`config.mk`:
```
export PLATFORM = sky130hd
export DESIGN_NAME = stbs_ctrl
export DESIGN_NICKNAME = d
export VERILOG_FILES = /design/src/hdl/stbs_pkg.sv /design/src/hdl/stbs_ctrl.sv
export SDC_FILE = /design/constraint.sdc
export NUM_CORES = 1
export LEC_CHECK = 0
export ABC_CLOCK_PERIOD_IN_PS = 2450
export BUFFER_PORTS_ARGS = -buffer_cell sky130_fd_sc_hd__clkbuf_2
export CAP_MARGIN = 20
export CELL_PAD_IN_SITES_DETAIL_PLACEMENT = 1
export CELL_PAD_IN_SITES_GLOBAL_PLACEMENT = 1
export CORE_AREA = 2 2 39 41
export DETAILED_ROUTE_END_ITERATION = 8
export DIE_AREA = 0 0 41 43
export GPL_TIMING_DRIVEN = 0
export PLACE_DENSITY = 0.42
export SKIP_LAST_GASP = 1
export SLEW_MARGIN = 20
export SYNTH_ARGS = -nofsm -noshare
export SYNTH_HDL_FRONTEND = slang
export SYNTH_SLANG_ARGS = --single-unit
```
`constraint.sdc`:
```
create_clock -name i_clk -period 2.45 [get_ports i_clk]
set_clock_uncertainty 0.15 [all_clocks]
set_input_delay 0.3675 -clock i_clk [delete_from_list [all_inputs] [get_ports i_clk]]
set_output_delay 0.3675 -clock i_clk [all_outputs]
set_load 0.05 [all_outputs]
```
`src/hdl/stbs_pkg.sv`:
```
// shared types and constants for the sorted table bound search unit
// no dependencies; imported by every module of the unit
`timescale 1ns / 1ps

package stbs_pkg;

    localparam int DEF_TABLE_DEPTH = 256;
    localparam int CNT_W           = 9;
    localparam int IDX_W           = 8;
    localparam int VAL_W           = 32;
    localparam int REQ_W           = 2;

    // request codes
    localparam logic [REQ_W-1:0] REQ_LOAD  = 2'd0;
    localparam logic [REQ_W-1:0] REQ_LOWER = 2'd1;
    localparam logic [REQ_W-1:0] REQ_UPPER = 2'd2;

    typedef enum logic [1:0] {
        ST_IDLE,
        ST_READ,
        ST_CMP,
        ST_HOLD
    } t_state;

    // controller to datapath
    typedef struct packed {
        logic load_we;
        logic start;
        logic step;
        logic out_load;
    } t_ctrl_cmd;

    // datapath to controller
    typedef struct packed {
        logic range_open;
    } t_dp_status;

endpackage

```
`src/hdl/stbs_ctrl.sv`:
```
// sequencer for the bound search: accepts beats, steps the halving loop
// depends on stbs_pkg
`timescale 1ns / 1ps

module stbs_ctrl (
    input  logic                      i_clk,
    input  logic                      i_rst_n,
    input  logic                      i_in_valid,
    output logic                      o_in_ready,
    input  logic [stbs_pkg::REQ_W-1:0] i_req_type,
    output logic                      o_out_valid,
    input  logic                      i_out_ready,
    input  stbs_pkg::t_dp_status      i_status,
    output stbs_pkg::t_ctrl_cmd       o_cmd
);
    import stbs_pkg::*;

    t_state r_state;
    t_state n_state;
    logic   r_out_valid;
    logic   n_out_valid;
    logic   in_fire;
    logic   is_query;
    logic   out_free;

    assign in_fire  = i_in_valid && (r_state == ST_IDLE);
    assign is_query = (i_req_type == REQ_LOWER) || (i_req_type == REQ_UPPER);
    assign out_free = !r_out_valid || i_out_ready;

    // next state
    always_comb begin
        n_state = r_state;
        unique case (r_state)
            ST_IDLE: begin
                if (in_fire && is_query) begin
                    n_state = ST_READ;
                end
            end
            ST_READ: begin
                if (i_status.range_open) begin
                    n_state = ST_CMP;
                end else begin
                    n_state = ST_HOLD;
                end
            end
            ST_CMP: begin
                n_state = ST_READ;
            end
            ST_HOLD: begin
                if (out_free) begin
                    n_state = ST_IDLE;
                end
            end
            default: n_state = ST_IDLE;
        endcase
    end

    // outputs
    always_comb begin
        o_cmd      = '0;
        o_in_ready = 1'b0;
        unique case (r_state)
            ST_IDLE: begin
                o_in_ready    = 1'b1;
                o_cmd.load_we = in_fire && (i_req_type == REQ_LOAD);
                o_cmd.start   = in_fire && is_query;
            end
            ST_READ: begin
            end
            ST_CMP: begin
                o_cmd.step = 1'b1;
            end
            ST_HOLD: begin
                o_cmd.out_load = out_free;
            end
            default: begin
            end
        endcase
    end

    always_comb begin
        n_out_valid = r_out_valid;
        if (o_cmd.out_load) begin
            n_out_valid = 1'b1;
        end else if (i_out_ready) begin
            n_out_valid = 1'b0;
        end
    end

    always_ff @(posedge i_clk) begin
        if (!i_rst_n) begin
            r_state     <= ST_IDLE;
            r_out_valid <= 1'b0;
        end else begin
            r_state     <= n_state;
            r_out_valid <= n_out_valid;
        end
    end

    assign o_out_valid = r_out_valid;

endmodule

```
==> flow_metrics.py, run 1 <==
metrics = {
    "final_layout": {
        "antenna_cells": 0,
        "areaGrowthSynthToFinish_pct": 62.50,
        "drive_above_1_share_pct": 52.78,
        "final_common_cell": "clkbuf_2",
        "final_area_um2": 276.5,
        "final_cell_mix": "clkbuf_2 (12), inv_1 (3), clkbuf_4 (3), dfxtp_1 (3)",
        "final_nets": 45,
    },
    "route": {
        "dr.pass1.iters": 3,
        "remaining_drc_errors": 0,
        "drt_iter0_drc": 2,
        "ant_nets": 0,
        "routed_via_density": 3.712,
        "wl_um": 445,
        "wire_per_inst_um": 8.558,
        "routed-via-count": 193,
    },
    "grt": {
        "grt_overflow": 0,
        "met3_usage_pct": 4.188,
        "grt_pass1_wl_um": 724,
        "grt_pass1_vias": 194,
        "top_usage_layer": "met2",
        "grt.total_usage_pct": 6.419,
        "use_met2_pct": 8.438,
        "grt_max_degree": 7,
        "antenna_found_initial": 0,
        "gr-usage-met1_pct": 6.410,
    },
    "clock_tree": {
        "post-cts-setup-buffers": 0,
        "holdBufCountCts": 0,
        "cts_tree": "yes",
        "cts-root-buf": "clkbuf_4",
        "clock_latency_ps": 230,
        "cts.clk_slew.worst_paths_ps": 30,
        "cts_max_path_buffers": 2,
        "cts_sinks": 3,
        "h-tree-depth": 1,
        "cts_resized": 0,
        "cts_buffers": 3,
    },
    "place": {
        "place.gp.congestion": 0.6838,
        "place_area_um2": 250.2,
        "io_buffer_count": 12,
        "hpwl_um": 380.2,
    },
    "timing": {
        "relSlewSlack_pct": 81.31,
        "maxSlewViolCount": 0,
        "hold_violations": 0,
        "min_period_ps": 1750,
        "fin_crit_sh_pct": 71.44,
        "setup_viol": 0,
        "finalSetupTns_ps": 0,
        "rsz0062_at_grt": "false",
        "fmax_mhz": 571.3,
        "tightest_slew_ps": 281.5,
    },
    "worst_setup_path": {
        "crit_arrival_ps": 1230,
        "crit_family": "simple AND/OR/NAND/NOR gates",
        "reg2reg_depth": 3,
        "path_cells": "nor2_2, and3_4, clkbuf_2",
        "critPathKind": "flip-flop to output pin",
        "cp-endpoint": "o_cmd[2]",
        "r2r-end": "r_state[0]$_SDFFE_PN0P_",
        "critical_path.endpoint_type": "output pin",
        "cp.depth": 3,
        "startpoint": "r_state[1]$_SDFFE_PN0P_",
        "slowest_stage": "dfxtp_1",
        "worstSetupStartpointType": "flip-flop",
        "worst-path-buf-inv": 1,
        "required_ps": 1930,
        "crit_path_max_incr_delay_ps": 350,
        "reg2reg_slack_ps": 1200,
        "cp_max_fo": 6,
        "reg2reg_from": "r_state[1]$_SDFFE_PN0P_",
    },
    "floorplanning": {
        "io_pins": 13,
        "dieArea_um2": 1763,
        "die_y_um": 43,
        "core_um2": 1384,
        "die_w_um": 41,
        "rows": 14,
        "initial_core_util_pct": 12.30,
    },
    "yosys": {
        "syn_avg_cell_area_um2": 8.508,
        "yosysTopAreaCell": "dfxtp_1",
        "netlist_area_um2": 170.2,
        "yosysTopAreaCellShare_pct": 35.29,
        "ys_warn_count": 0,
        "syn_nets": 28,
        "ys_seq_elements": 3,
        "synth.area.top_cells": "dfxtp_1 (35%), ha_1 (7.4%), nor2b_1 (7.4%)",
        "synth_cell_types": 14,
        "netlist_instances": 20,
        "synth_seq_area_share_pct": 35.29,
    },
    "power": {
        "p_leak_uw": 0.0001571,
        "pwr_density_cell_nw_per_um2": 692.7,
        "vdd_drop_max_mv": 0.1491,
    },
    "run": {
        "drv_cap": 0,
    },
    "outcome": {
        "status": "finished, final reports clean",
    },
    "hold_path": {
        "hold_class": "primary input to flip-flop",
    },
}
-- state kept, by name (all words and copies together), names as in the netlist --
name / cells
r_state: 2
o_out_valid: 1
-- worst min path at each step --
stage / start / to / slack, ps / cells past startpoint
final: i_rst_n / r_state[1]$_SDFFE_PN0P_ / 230 / 3
after global routing: i_rst_n / r_state[0]$_SDFFE_PN0P_ / 230 / 2
after CTS: i_rst_n / r_state[1]$_SDFFE_PN0P_ / 220 / 3
after detailed placement: r_state[0]$_SDFFE_PN0P_ / r_state[1]$_SDFFE_PN0P_ / 350 / 2
after global placement: r_state[0]$_SDFFE_PN0P_ / r_state[1]$_SDFFE_PN0P_ / 350 / 2
after floorplan: r_state[0]$_SDFFE_PN0P_ / r_state[1]$_SDFFE_PN0P_ / 320 / 2
-- area by class of cell --
type,count,area (um2)
plain buffers,1,7.507
clock buffers,4,26.28
fillers,174,1107
inverters,3,11.26
multi-input cells,13,91.34
flip-flops and latches,3,60.06
well taps,16,20.02
repair buffers,12,60.06
-- Yosys cell counts --
| cell type | instances |
|---|---|
| a21boi_0 | 1 |
| a21oi_1 | 1 |
| and3_2 | 1 |
| and3_4 | 1 |
| buf_4 | 1 |
| dfxtp_1 | 3 |
| ha_1 | 1 |
| inv_1 | 3 |
| nand2_1 | 2 |
| nand2b_1 | 1 |
| nand3_1 | 1 |
| nor2_2 | 1 |
| nor2b_1 | 2 |
| o311a_1 | 1 |
-- stage by stage --
step	utilization [%]	hold WS (ps)	power [uW]	worst slack (ps)	std cells
4_1_cts	19.98	220.4	197.8	674.0	52
6_report	19.98	232.4	191.5	699.6	52
3_3_place_gp	18.08	347.3	104.1	753.0	48
2_1_floorplan	-	319.4	91.33	679.9	20
5_1_grt	19.98	234.4	205.9	631.6	52
3_5_place_dp	18.08	350.5	105.1	727.7	48
-- where the power goes --
| part | total, uW | leakage [uW] | internal, uW | switching [uW] |
|---|---|---|---|---|
| Clock | 87.9 | 0.0000150 | 61.1 | 26.7 |
| Sequential | 56.4 | 0.0000245 | 52.1 | 4.31 |
| Combinational | 47.3 | 0.000118 | 15.4 | 31.9 |
-- cells by family after synthesis --
kind of cell	after synthesis	synth area share, %
flops	3	35.30
simple gates	9	33.09
fa+ha+maj	1	7.352
buf+inv	4	11.03
compound gates	3	13.23
-- worst register-to-register path, delay by kind of cell (launching register included) --
family | cells | cell delay, ps
AND/OR/NAND/NOR | 2 | 280
flip-flops | 1 | 410
AO/OA/AOI/OAI | 1 | 310
-- layer usage --
layer / part of all wire [%] / up-vias
li1: - / 97
met1: 41 / 82
met2: 44 / 12
met3: 11 / 2
met4: 4.3 / 0
met5: 0 / -
(Power assumes the default switching activity.)
==> inputs of run 2 (changes only) <==
- ABC_AREA: unset -> 1
- ABC_CLOCK_PERIOD_IN_PS: 2450 -> 1760
- PLACE_DENSITY: 0.42 -> 0.45
- clock period: 2.45 -> 1.76 ns (I/O delays scaled with it)
==> run 2 against run 1 <==
Worst setup slack lost 590 ps. Final area is 4.5% higher. Sequential power grew 38%. Via count increased by 2.1%. Register-to-register slack got worse by 420 ps. Die area unchanged. Total power is 37% higher. Critical path type unchanged. Largest power group unchanged.
==> flow_metrics.py, run 2 <==
metrics = {
    "power": {
        "p_leak_uw": 0.0001802,
        "switchingPower_uw": 85.48,
        "p_clk_share_pct": 45.0,
        "internal_power_uw": 177.1,
        "seq_power_share_pct": 29.5,
        "comb_power_share_pct": 25.5,
        "swShare_pct": 32.56,
        "vdd_drop_max_mv": 0.2074,
        "pwr_density_cell_nw_per_um2": 908.4,
    },
    "clock_tree": {
        "cts_max_path_buffers": 2,
        "post-cts-setup-buffers": 0,
        "cts_tree": "yes",
        "clock_latency_ps": 230,
        "cts_resized": 0,
        "cts-root-buf": "clkbuf_4",
        "h-tree-depth": 1,
        "cts.clk_slew.worst_paths_ps": 40,
        "cts_sinks": 3,
        "holdBufCountCts": 0,
        "cts_buffers": 3,
    },
    "route": {
        "wl_um": 412,
        "wire_per_inst_um": 7.103,
        "drt_iter0_drc": 2,
        "routed_via_density": 3.397,
        "routed-via-count": 197,
        "remaining_drc_errors": 0,
        "ant_nets": 0,
        "dr.pass1.iters": 2,
    },
    "grt": {
        "grt_pass1_wl_um": 669,
        "antenna_found_initial": 0,
        "grt.total_usage_pct": 6.206,
        "grt_max_degree": 6,
        "grt_overflow": 0,
        "grt_pass1_vias": 216,
    },
    "place": {
        "place.gp.congestion": 0.5791,
        "placed_cells": 54,
        "io_buffer_count": 12,
    },
    "final_layout": {
        "drive_above_1_share_pct": 50.00,
        "final_common_cell": "clkbuf_2",
        "final_nets": 51,
        "top_register": "r_state",
        "final_cell_mix": "clkbuf_2 (12), inv_1 (7), nand2_1 (5)",
        "final_cells": 58,
        "antenna_cells": 0,
        "areaGrowthSynthToFinish_pct": 59.31,
        "largest_reg_flops": 2,
    },
    "worst_setup_path": {
        "critical_path.endpoint_type": "output pin",
        "cp_max_fo": 5,
        "critPathKind": "flip-flop to output pin",
        "worstSetupStartpointType": "flip-flop",
        "crit_arrival_ps": 1240,
        "required_ps": 1350,
    },
    "timing": {
        "tightest_slew_ps": 277.3,
        "maxSlewViolCount": 0,
        "relSlewSlack_pct": 81.59,
        "min_period_ps": 1654,
        "setup_viol": 0,
        "fin_crit_sh_pct": 93.99,
        "finalSetupTns_ps": 0,
        "hold_violations": 0,
        "rsz0062_at_grt": "false",
        "fmax_mhz": 604.5,
    },
    "outcome": {
        "status": "finished, final reports clean",
    },
    "yosys": {
        "synth_seq_area_share_pct": 33.10,
        "netlist_area_um2": 181.4,
        "syn_avg_cell_area_um2": 6.978,
        "netlist_instances": 26,
        "async_flop_share_pct": 0,
        "synth.area.top_cells": "dfxtp_1 (33%), inv_1 (14%), nand2_1 (10%)",
        "synth_edf_count": 0,
        "yosys.cell_count.top_type": "inv_1",
        "synth_flop_cell": "dfxtp_1",
        "synth_cell_types": 13,
        "yosysTopAreaCell": "dfxtp_1",
        "yosysTopAreaCellShare_pct": 33.10,
        "ys_seq_elements": 3,
        "synthTopCellsByCount": "inv_1 (7), nand2_1 (5), dfxtp_1 (3)",
        "ys_warn_count": 0,
        "syn_nets": 34,
    },
    "floorplanning": {
        "io_pins": 13,
        "dieArea_um2": 1763,
        "die_y_um": 43,
        "rows": 14,
        "core_um2": 1384,
        "initial_core_util_pct": 13.11,
        "die_w_um": 41,
    },
    "run": {
        "drv_cap": 0,
    },
    "hold_path": {
        "hold_class": "primary input to flip-flop",
    },
}
-- run 2: final timing paths --
check | end | startpoint | cells after the start | slack [ps]
max reg2reg | r_state[0]$_SDFFE_PN0P_ | r_state[1]$_SDFFE_PN0P_ | 5 | 780
min | r_state[1]$_SDFFE_PN0P_ | i_rst_n | 3 | 130
max | o_cmd[0] | r_state[1]$_SDFFE_PN0P_ | 6 | 110
min reg2reg | r_state[1]$_SDFFE_PN0P_ | r_state[0]$_SDFFE_PN0P_ | 2 | 350
-- run 2: cell type report --
type	instances	area [um2]
Fill cell	173	1095
Multi-Input combinational cell	14	85.08
Buffer	1	7.507
Sequential cell	3	60.06
Timing Repair Buffer	12	60.06
Tap cell	16	20.02
Clock buffer	4	26.28
Inverter	8	30.03
-- run 2: cells by family (layout without fill, tap and decap cells) --
family          count (synthesis)  count (layout)  share of synthesized area (%)
buf+inv                         9              25                          20.69
simple gates                    9               9                          24.83
compound gates                  4               4                          14.49
fa+ha+maj                       1               1                          6.895
flops                           3               3                          33.10
-- run 2: critical path: stages (launching register included) --
cell	delay, ps
dfxtp_1	390
nand2_1	110
inv_2	50
nand2_1	50
inv_1	50
buf_4	90
clkbuf_2	260
-- run 2: through the flow --
| step | worst slack [ps] | total power, uW | hold slack (ps) | area, um2 | utilization [%] |
|---|---|---|---|---|---|
| 5_1_grt | 7.641 | 279.1 | 139.3 | 289.0 | 20.89 |
| 4_1_cts | 80.05 | 273.2 | 125.0 | 289.0 | 20.89 |
| 3_3_place_gp | 276.2 | 147.0 | 341.7 | 262.8 | 18.99 |
| 6_report | 105.9 | 262.6 | 133.0 | 289.0 | 20.89 |
| 3_5_place_dp | 276.0 | 146.8 | 343.3 | 262.8 | 18.99 |
| 2_1_floorplan | 36.39 | 128.2 | 238.5 | 182.7 | - |
-- run 2: per-layer routing --
metal	GRT usage, %	routed length (um)	up-vias
li1	-	-	107
met1	5.096	149	88
met2	8.750	249	2
met3	1.571	13	0
met4	10.00	0	0
met5	0	0	-
-- run 2: power groups by stage --
stage	Sequential, uW	Combinational [uW]	Clock [uW]
final	77.6	66.9	118
after global routing	78.1	72.8	128
after CTS	77.6	68.3	127
after detailed placement	78.7	68.1	0
after global placement	78.9	68.1	0
after floorplan	78.7	49.5	0
==> inputs of run 3 (changes only) <==
- CTS_BUF_LIST: unset -> sky130_fd_sc_hd__clkbuf_4 sky130_fd_sc_hd__clkbuf_8 sky130_fd_sc_hd__clkbuf_16
==> run 3 against run 2 <==
Worst setup slack lost 1.2 ps. Register-to-register slack is essentially flat. Total power grew 6.0%. Combinational power is essentially flat. Sequential cell count is the same. Critical path type unchanged. Largest power group unchanged.
==> flow_metrics.py, run 3 (synthesized netlist as in run 2, its figures left out) <==
metrics = {
    "final_layout": {
        "final_nets": 51,
        "multi_input_area_um2": 85.08,
        "final_common_cell": "clkbuf_2",
        "drive_above_1_share_pct": 52.38,
        "fillers": 173,
        "largest_reg_flops": 2,
        "top_register": "r_state",
        "final_util_pct": 21.16,
        "antenna_cells": 0,
        "final_cell_mix": "clkbuf_2 (12), inv_1 (7), nand2_1 (5)",
        "seqCellArea_um2": 60.06,
        "areaGrowthSynthToFinish_pct": 61.38,
    },
    "clock_tree": {
        "cts-root-buf": "clkbuf_4",
        "holdBufCountCts": 0,
        "cts_buffers": 3,
        "cts_tree": "yes",
        "cts_max_path_buffers": 2,
        "cts.clk_slew.worst_paths_ps": 40,
        "clock_latency_ps": 230,
        "post-cts-setup-buffers": 0,
        "h-tree-depth": 1,
        "cts_resized": 0,
        "cts_sinks": 3,
    },
    "grt": {
        "grt_overflow": 0,
        "gr-usage-met1_pct": 5.096,
        "top_usage_layer": "met4",
        "grt_pass1_wl_um": 669,
        "met3_usage_pct": 1.571,
        "grt_max_degree": 6,
        "grt.total_usage_pct": 6.206,
        "grt_pass1_vias": 216,
        "antenna_found_initial": 0,
        "use_met2_pct": 8.750,
    },
    "timing": {
        "maxSlewViolCount": 0,
        "hold_violations": 0,
        "relSlewSlack_pct": 81.59,
        "min_period_ps": 1655,
        "setup_viol": 0,
        "fmax_mhz": 604.1,
        "fin_crit_sh_pct": 94.06,
        "rsz0062_at_grt": "false",
        "tightest_slew_ps": 277.3,
        "finalSetupTns_ps": 0,
    },
    "worst_setup_path": {
        "slowest_stage": "dfxtp_1",
        "cp_max_fo": 5,
        "worst-path-buf-inv": 4,
        "critPathKind": "flip-flop to output pin",
        "worstSetupStartpointType": "flip-flop",
        "required_ps": 1350,
        "crit_top_cell": "nand2_1",
        "path_cells": "nand2_1, inv_2, nand2_1, inv_1, buf_4, clkbuf_2",
        "crit_path_max_incr_delay_ps": 390,
        "crit_family": "buffers and inverters",
        "critical_path.endpoint_type": "output pin",
        "crit_arrival_ps": 1240,
    },
    "floorplanning": {
        "rows": 14,
        "initial_core_util_pct": 13.11,
        "core_um2": 1384,
        "die_w_um": 41,
        "die_y_um": 43,
        "dieArea_um2": 1763,
        "io_pins": 13,
    },
    "place": {
        "io_buffer_count": 12,
        "place.gp.congestion": 0.5791,
    },
    "run": {
        "drv_cap": 0,
    },
    "route": {
        "dr.pass1.iters": 2,
        "routed-via-count": 197,
        "remaining_drc_errors": 0,
        "wire_per_inst_um": 7.138,
        "ant_nets": 0,
        "routed_via_density": 3.397,
        "wl_um": 414,
        "drt_iter0_drc": 2,
    },
    "outcome": {
        "status": "finished, final reports clean",
    },
    "hold_path": {
        "hold_class": "primary input to flip-flop",
    },
    "power": {
        "p_leak_uw": 0.0001836,
        "vdd_drop_max_mv": 0.2639,
        "power.total_uw": 278.4,
        "pwr_density_cell_nw_per_um2": 950.9,
    },
}
-- run 3: cell counts in the layout (fill, tap and decap cells not counted) --
No cell type changed its count.
-- run 3: through the flow --
stage          area (um2)  instances  hold slack [ps]  setup slack, ps
3_5_place_dp        262.8         54            343.3            276.0
6_report            292.8         58            131.8            104.6
3_3_place_gp        262.8         54            341.7            276.2
5_1_grt             292.8         58            137.7            5.560
2_1_floorplan       182.7         26            238.5            36.39
4_1_cts             292.8         58            122.5            77.55
-- run 3: cell type report --
class | instances | share of cell area, %
Multi-Input combinational cell | 14 | 29.06
Sequential cell | 3 | 20.51
Timing Repair Buffer | 12 | 20.51
Clock buffer | 4 | 10.26
Inverter | 8 | 10.26
Tap cell | 16 | 6.838
Buffer | 1 | 2.564
-- run 3: path summary, 6_finish.rpt --
kind	slack (ps)	to	cells after the start	from
setup / recovery	100	o_cmd[0]	6	r_state[1]$_SDFFE_PN0P_
hold / removal	130	r_state[1]$_SDFFE_PN0P_	3	i_rst_n
setup reg to reg	780	r_state[0]$_SDFFE_PN0P_	5	r_state[1]$_SDFFE_PN0P_
hold reg to reg	350	r_state[1]$_SDFFE_PN0P_	2	r_state[0]$_SDFFE_PN0P_
-- run 3: routing by layer --
| layer | vias to the layer above | part of all wire (%) |
|---|---|---|
| met5 | - | 0 |
| met4 | 0 | 0 |
| met3 | 0 | 3.1 |
| met2 | 2 | 61 |
| met1 | 88 | 36 |
| li1 | 107 | - |
-- run 3: tightest hold or removal path: stages --
cell      delay, ps
clkbuf_2        100
nand2_1          60
a21oi_1          40
-- run 3: report_power, final --
group	total [uW]	internal [uW]	switching [uW]
clock	134	100	33.8
sequential	77.6	72.5	5.05
combinational	66.8	19.7	47.1
